**config.mk**
```make
export PLATFORM = sky130hd
export DESIGN_NAME = cgmdp_acc_flat
export DESIGN_NICKNAME = d
export VERILOG_FILES = /design/src/sv/cgmdp_pkg.sv /design/src/sv/cgmdp_if.sv /design/src/sv/cgmdp_acc.sv /design/src/flat_wrapper.sv
export SDC_FILE = /design/constraint.sdc
export NUM_CORES = 2
export LEC_CHECK = 0
export ABC_AREA = 1
export BUFFER_PORTS_ARGS = -buffer_cell sky130_fd_sc_hd__buf_2
export CAP_MARGIN = 10
export CORE_AREA = 2 2 304 306
export DETAILED_ROUTE_END_ITERATION = 10
export DIE_AREA = 0 0 306 308
export PLACE_DENSITY = 0.77
export SYNTH_ARGS = -nofsm -noshare
export SYNTH_HDL_FRONTEND = slang
export SYNTH_SLANG_ARGS = --single-unit
```
**constraint.sdc**
```tcl
create_clock -name clk -period 17.65 [get_ports clk]
set_input_delay 2.6475 -clock clk [delete_from_list [all_inputs] [get_ports clk]]
set_output_delay 2.6475 -clock clk [all_outputs]
set_load 0.02 [all_outputs]
```
**src/sv/cgmdp_pkg.sv**
```systemverilog
// Package with the shared types, constants and arithmetic helpers of the dot-product block.
`default_nettype none

package cgmdp_pkg;

  // Field widths.
  localparam int ELEM_W     = 32;
  localparam int SUM_W      = 64;
  localparam int WIDE_W     = SUM_W + 2;
  localparam int CFG_ADDR_W = 3;
  localparam int CFG_DATA_W = 32;

  // Register word index of the mode register.
  localparam logic REG_MODE = 1'b0;

  // Saturation limits of a Q32.32 accumulator.
  localparam logic [SUM_W-1:0] SAT_MAX = {1'b0, {(SUM_W-1){1'b1}}};
  localparam logic [SUM_W-1:0] SAT_MIN = {1'b1, {(SUM_W-1){1'b0}}};

  typedef logic [ELEM_W-1:0] elem_t;
  typedef logic [SUM_W-1:0]  sum_t;

  // One input element held in the input register.
  typedef struct packed {
    logic             mode;
    logic             last;
    logic [2:0][ELEM_W-1:0] d;
    logic [2:0][ELEM_W-1:0] q;
    logic [2:0][ELEM_W-1:0] r;
  } in_item_t;

  // Component products of one element, handed to the accumulator stage.
  typedef struct packed {
    logic                  mode;
    logic                  last;
    logic [2:0][SUM_W-1:0] dq;
    logic [2:0][SUM_W-1:0] rq;
    logic [2:0][SUM_W-1:0] qq;
  } prod_t;

  // Exact Q16.16 times Q16.16 product as a Q32.32 pattern.
  function automatic sum_t mul32(input logic signed [ELEM_W-1:0] a,
                                 input logic signed [ELEM_W-1:0] b);
    logic signed [SUM_W-1:0] p;
    p = a * b;
    return sum_t'(p);
  endfunction

  // Accumulator plus three products, formed exactly and then clamped.
  function automatic sum_t add_sat(input sum_t acc, input sum_t p0,
                                   input sum_t p1, input sum_t p2);
    logic [WIDE_W-1:0] s;
    s = {{2{acc[SUM_W-1]}}, acc} + {{2{p0[SUM_W-1]}}, p0}
      + {{2{p1[SUM_W-1]}}, p1} + {{2{p2[SUM_W-1]}}, p2};
    if (s[WIDE_W-1:SUM_W-1] == 3'b000 || s[WIDE_W-1:SUM_W-1] == 3'b111) begin
      return s[SUM_W-1:0];
    end
    return s[WIDE_W-1] ? SAT_MIN : SAT_MAX;
  endfunction

endpackage

`default_nettype wire

```
**src/sv/cgmdp_if.sv**
```systemverilog
// Stream interfaces for the element input channel and the result channel.
`default_nettype none


interface cgmdp_out_if;
  import cgmdp_pkg::*;
  logic valid;
  logic ready;
  sum_t first_sum;
  sum_t second_sum;
  sum_t third_sum;

  modport source (output valid, first_sum, second_sum, third_sum, input ready);
  modport sink (input valid, first_sum, second_sum, third_sum, output ready);
endinterface

`default_nettype wire

```
**src/sv/cgmdp_acc.sv**
```systemverilog
// Saturating accumulators and result register of the dot-product block.
`default_nettype none

module cgmdp_acc
  import cgmdp_pkg::*;
(
  input  wire logic   clk,
  input  wire logic   rst_n,
  input  wire logic   prod_valid,
  input  prod_t       prod_data,
  output logic        prod_ready,
  cgmdp_out_if.source out_ch
);

  sum_t acc_dq_r;
  sum_t acc_rq_r;
  sum_t acc_qq_r;
  sum_t dq_nxt;
  sum_t rq_nxt;
  sum_t qq_nxt;
  logic out_valid_r;
  sum_t out_first_r;
  sum_t out_second_r;
  sum_t out_third_r;
  logic out_free;
  logic acc_go;

  // Only the last element of a stream needs room in the result register.
  assign out_free   = !out_valid_r || out_ch.ready;
  assign prod_ready = !prod_data.last || out_free;
  assign acc_go     = prod_valid && prod_ready;

  // Next accumulator values; r.q holds still in first-iteration mode.
  always_comb begin
    dq_nxt = add_sat(acc_dq_r, prod_data.dq[0], prod_data.dq[1], prod_data.dq[2]);
    qq_nxt = add_sat(acc_qq_r, prod_data.qq[0], prod_data.qq[1], prod_data.qq[2]);
    if (prod_data.mode) begin
      rq_nxt = acc_rq_r;
    end else begin
      rq_nxt = add_sat(acc_rq_r, prod_data.rq[0], prod_data.rq[1], prod_data.rq[2]);
    end
  end

  // Accumulators clear when the last element of a stream is taken and its sums go to the result register.
  always_ff @(posedge clk) begin
    if (!rst_n) begin
      acc_dq_r <= '0;
      acc_rq_r <= '0;
      acc_qq_r <= '0;
    end else if (acc_go) begin
      if (prod_data.last) begin
        acc_dq_r <= '0;
        acc_rq_r <= '0;
        acc_qq_r <= '0;
      end else begin
        acc_dq_r <= dq_nxt;
        acc_rq_r <= rq_nxt;
        acc_qq_r <= qq_nxt;
      end
    end
  end

  // Result valid flag.
  always_ff @(posedge clk) begin
    if (!rst_n) begin
      out_valid_r <= 1'b0;
    end else if (acc_go && prod_data.last) begin
      out_valid_r <= 1'b1;
    end else if (out_ch.ready) begin
      out_valid_r <= 1'b0;
    end
  end

  // Result payload.
  always_ff @(posedge clk) begin
    if (acc_go && prod_data.last) begin
      out_first_r  <= dq_nxt;
      out_second_r <= prod_data.mode ? dq_nxt : rq_nxt;
      out_third_r  <= qq_nxt;
    end
  end

  assign out_ch.valid      = out_valid_r;
  assign out_ch.first_sum  = out_first_r;
  assign out_ch.second_sum = out_second_r;
  assign out_ch.third_sum  = out_third_r;

  a_clear_after_last: assert property (@(posedge clk) disable iff (!rst_n)
    acc_go && prod_data.last |=> acc_dq_r == '0 && acc_rq_r == '0 && acc_qq_r == '0)
    else $error("accumulators not cleared after the last element");

  a_rq_hold_mode1: assert property (@(posedge clk) disable iff (!rst_n)
    acc_go && prod_data.mode && !prod_data.last |=> $stable(acc_rq_r))
    else $error("r.q accumulator changed in first-iteration mode");

  a_mode1_copy: assert property (@(posedge clk) disable iff (!rst_n)
    acc_go && prod_data.last && prod_data.mode |=> out_second_r == out_first_r)
    else $error("first-iteration result does not repeat b.q");

endmodule

`default_nettype wire

```
**src/flat_wrapper.sv**
```systemverilog
// flat-port wrapper written by rule: the top's interface ports become plain ports
module cgmdp_acc_flat import cgmdp_pkg::*;
  (clk, rst_n, prod_valid, prod_data, prod_ready, out_ch_valid, out_ch_first_sum, out_ch_second_sum, out_ch_third_sum, out_ch_ready);
  cgmdp_out_if out_ch_i ();
  input  wire logic clk;
  input  wire logic rst_n;
  input  wire logic prod_valid;
  input  prod_t prod_data;
  output logic prod_ready;
  output wire logic [$bits(out_ch_i.valid)-1:0] out_ch_valid;
  output wire logic [$bits(out_ch_i.first_sum)-1:0] out_ch_first_sum;
  output wire logic [$bits(out_ch_i.second_sum)-1:0] out_ch_second_sum;
  output wire logic [$bits(out_ch_i.third_sum)-1:0] out_ch_third_sum;
  input wire logic [$bits(out_ch_i.ready)-1:0] out_ch_ready;
  assign out_ch_valid = out_ch_i.valid;
  assign out_ch_first_sum = out_ch_i.first_sum;
  assign out_ch_second_sum = out_ch_i.second_sum;
  assign out_ch_third_sum = out_ch_i.third_sum;
  assign out_ch_i.ready = out_ch_ready;
  cgmdp_acc u_core (.clk(clk), .rst_n(rst_n), .prod_valid(prod_valid), .prod_data(prod_data), .prod_ready(prod_ready), .out_ch(out_ch_i));
endmodule
```
==> impl_metrics.py <==
metrics = {
    "status": {
        "status": "complete, no violations",
    },
    "finish": {
        "nets": 9001,
        "areaGrowthSynthToFinish_pct": 13.8,
        "multi_input_area_sq_um": 32500,
        "layout.cells.non_filler": 9080,
        "layout-drive-gt1-share_pct": 12.3,
        "register_area_sq_um": 9630,
        "fillCellCount": 8937,
    },
    "worst_setup_path": {
        "crit_slowest_cell": "buf_4",
        "path_common_cell": "nand2_1",
        "worstPathMaxFanout": 50,
        "critPathMaxStageDelay_ps": 860,
        "crit_path_end_kind": "flip-flop",
        "worstPathRequired_ps": 18020,
        "critPathKind": "in -> reg",
        "arrival_ps": 9940,
        "critPathLaunchType": "input port",
    },
    "logic_synthesis": {
        "ys_ff_latch": 385,
        "synth_area_per_cell_sq_um": 6.56,
        "synth_top_area_share_pct": 17.0,
        "yosys-top-cells-area": "nand2_1 (17%), edfxtp_1 (12%), ha_1 (10%), fa_1 (8.6%), inv_1 (8.3%)",
        "netlist_top_cells_count": "nand2_1 (2109), inv_1 (1034), a21oi_1 (762)",
        "async_flop_share_pct": 0,
        "yosysWarnings": 0,
        "synth_top_area_cell": "nand2_1",
        "synth.yosys.seq_area_share_pct": 20.6,
        "synth_area_sq_um": 46700,
        "synth_cells": 7111,
        "synthFlopType": "dfxtp_1",
        "synth_edf_count": 192,
        "synth_most_common_cell": "nand2_1",
        "syn_nets": 8278,
        "synthDistinctLibCells": 56,
    },
    "global_route": {
        "grt_overflow_total": 0,
        "grt_pass1_wl_um": 325000,
        "grt_pass1_vias": 51600,
        "grt_util_all_layers_pct": 46.2,
        "antenna_found_initial": 25,
        "grt_max_degree": 133,
    },
    "die": {
        "die_y_um": 308,
        "core_area_sq_um": 91000,
        "fp.dieW_um": 306,
        "start_util_pct": 51.3,
        "row_count": 111,
        "io_pins": 776,
        "dieArea_sq_um": 94200,
    },
    "clocking": {
        "post_cts_buffers": 0,
        "cts-resized-gates": 0,
        "htree_levels": 2,
        "cts.path.max_buffers": 3,
        "cts_tree": "yes",
        "clock-sinks": 385,
        "cts_buffers": 46,
        "clk_pin_slew_ps": 60,
        "ctsHoldBuffers": 0,
        "clock_latency_ps": 670,
        "cts-root-buf": "clkbuf_16",
    },
    "route": {
        "vias": 54400,
        "wl_per_cell_um": 24.9,
        "wl_um": 226000,
        "first_pass_iters": 7,
        "viasPerCell": 5.99,
        "drc": 0,
        "dr.first_iter.drc_count": 7836,
        "antenna_left": 0,
    },
    "worst_hold_path": {
        "hold_path_class": "reg -> reg",
    },
    "timing": {
        "fin_ws_ps": 8070,
        "period_share_pct": 54.3,
        "setup_tns_ps": 0,
        "hold_violations": 0,
        "post-route-min-period_ps": 9580,
        "rsz0062_at_grt": "no",
        "clock.fmax_ghz": 0.104,
        "fin_skew_ps": 49.3,
        "drv_slew": 0,
        "worstMarginPinSlew_ps": 1380,
        "setup_viol": 0,
        "relSlewSlack_pct": 7.40,
    },
    "place": {
        "place_inst": 8972,
        "place.gp.congestion": 1.18,
        "dp_hpwl_um": 191000,
        "numPortBuffers": 775,
        "pre_cts_slack_ps": 7850,
    },
    "flow_run": {
        "maxCapViolations": 0,
    },
}
[final cells by class]
type                    count  area share (%)
multi-input cells        5566            61.2
flip-flops and latches    385            18.1
repair buffers            794            7.57
inverters                1041            7.38
well taps                1186            2.79
clock buffers              58            2.31
clock inverters            28           0.532
diodes                     22           0.104
[worst paths after layout]
check | start | endpoint | slack, ps | cells after the start
hold / removal | u_core.acc_dq_r[52] | u_core.acc_dq_r[52] | 470 | 2
hold reg to reg | u_core.acc_dq_r[52] | u_core.acc_dq_r[52] | 470 | 2
setup reg to reg | u_core.acc_dq_r[0] | u_core.out_ch.second_sum[2] | 9810 | 29
setup / recovery | prod_data[384] | u_core.out_ch.second_sum[2] | 8070 | 30
[kinds of logic after synthesis]
| kind of cell | count (synthesis) | synth area share, % |
|---|---|---|
| adders and majority gates | 585 | 18.9 |
| DFF | 385 | 20.6 |
| and+or+nand+nor | 3260 | 27.9 |
| xor gates and xnor gates | 330 | 6.19 |
| buffers and inverters | 1160 | 9.77 |
| AOI/OAI and AO/OA | 1391 | 16.6 |
[registers in the layout, summed over array words and instances, names as in the netlist]
name,cells
u_core.out_ch.first_sum,64
u_core.acc_rq_r,64
u_core.out_ch.second_sum,64
u_core.acc_dq_r,64
u_core.acc_qq_r,64
u_core.out_ch.third_sum,64
u_core.out_ch.valid,1
[metal layers]
| metal | part of all wire, % | wire length (um) | global-route usage [%] |
|---|---|---|---|
| met1 | 40 | 90500 | 63.1 |
| met2 | 41 | 91600 | 67.3 |
| met3 | 14 | 31000 | 12.8 |
| met4 | 5.7 | 12800 | 22.1 |
| met5 | 0.026 | 59 | 0 |
[worst max-delay path: cells and delay by family]
| kind | cells | cell delay [ps] |
|---|---|---|
| AND/OR/NAND/NOR | 10 | 1160 |
| buffers and inverters | 4 | 1080 |
| XOR/XNOR | 1 | 230 |
| adder cells (fa/ha/maj) | 4 | 1290 |
| AO/OA/AOI/OAI | 11 | 3420 |
[cells in the final DEF, fill, tap and decap left out, drive strengths merged, types with 2 or more instances in the layout]
cell	count
nand2	2184
inv	1047
buf	794
a21oi	763
nor2	739
ha	384
o21ai	278
xor2	241
fa	201
dfxtp	193
edfxtp	192
nand3	175
a31oi	135
xnor2	89
nor3	82
clkbuf	58
o21bai	52
nand4	42
a21o	40
o211ai	33
o21a	28
diode	22
a21boi	20
nor4	17
nand3b	15
clkinv	15
o311ai	12
a221oi	10
a211oi	5
o2111ai	5
clkinvlp	5
a2111oi	3
and3	3
o31ai	2
bufinv	2
or2	2
[metrics by stage]
stage	cell area (sq um)	hold slack (ps)	util, %
2_1_floorplan	46700	449	-
3_3_place_gp	51600	456	56.7
3_5_place_dp	51600	462	56.7
4_1_cts	53100	471	58.3
5_1_grt	53100	486	58.4
6_report	53100	473	58.4
Power is left out: the tool's default activity adds up to more than one toggle a clock period on the data nets, which glitch-free logic cannot reach.
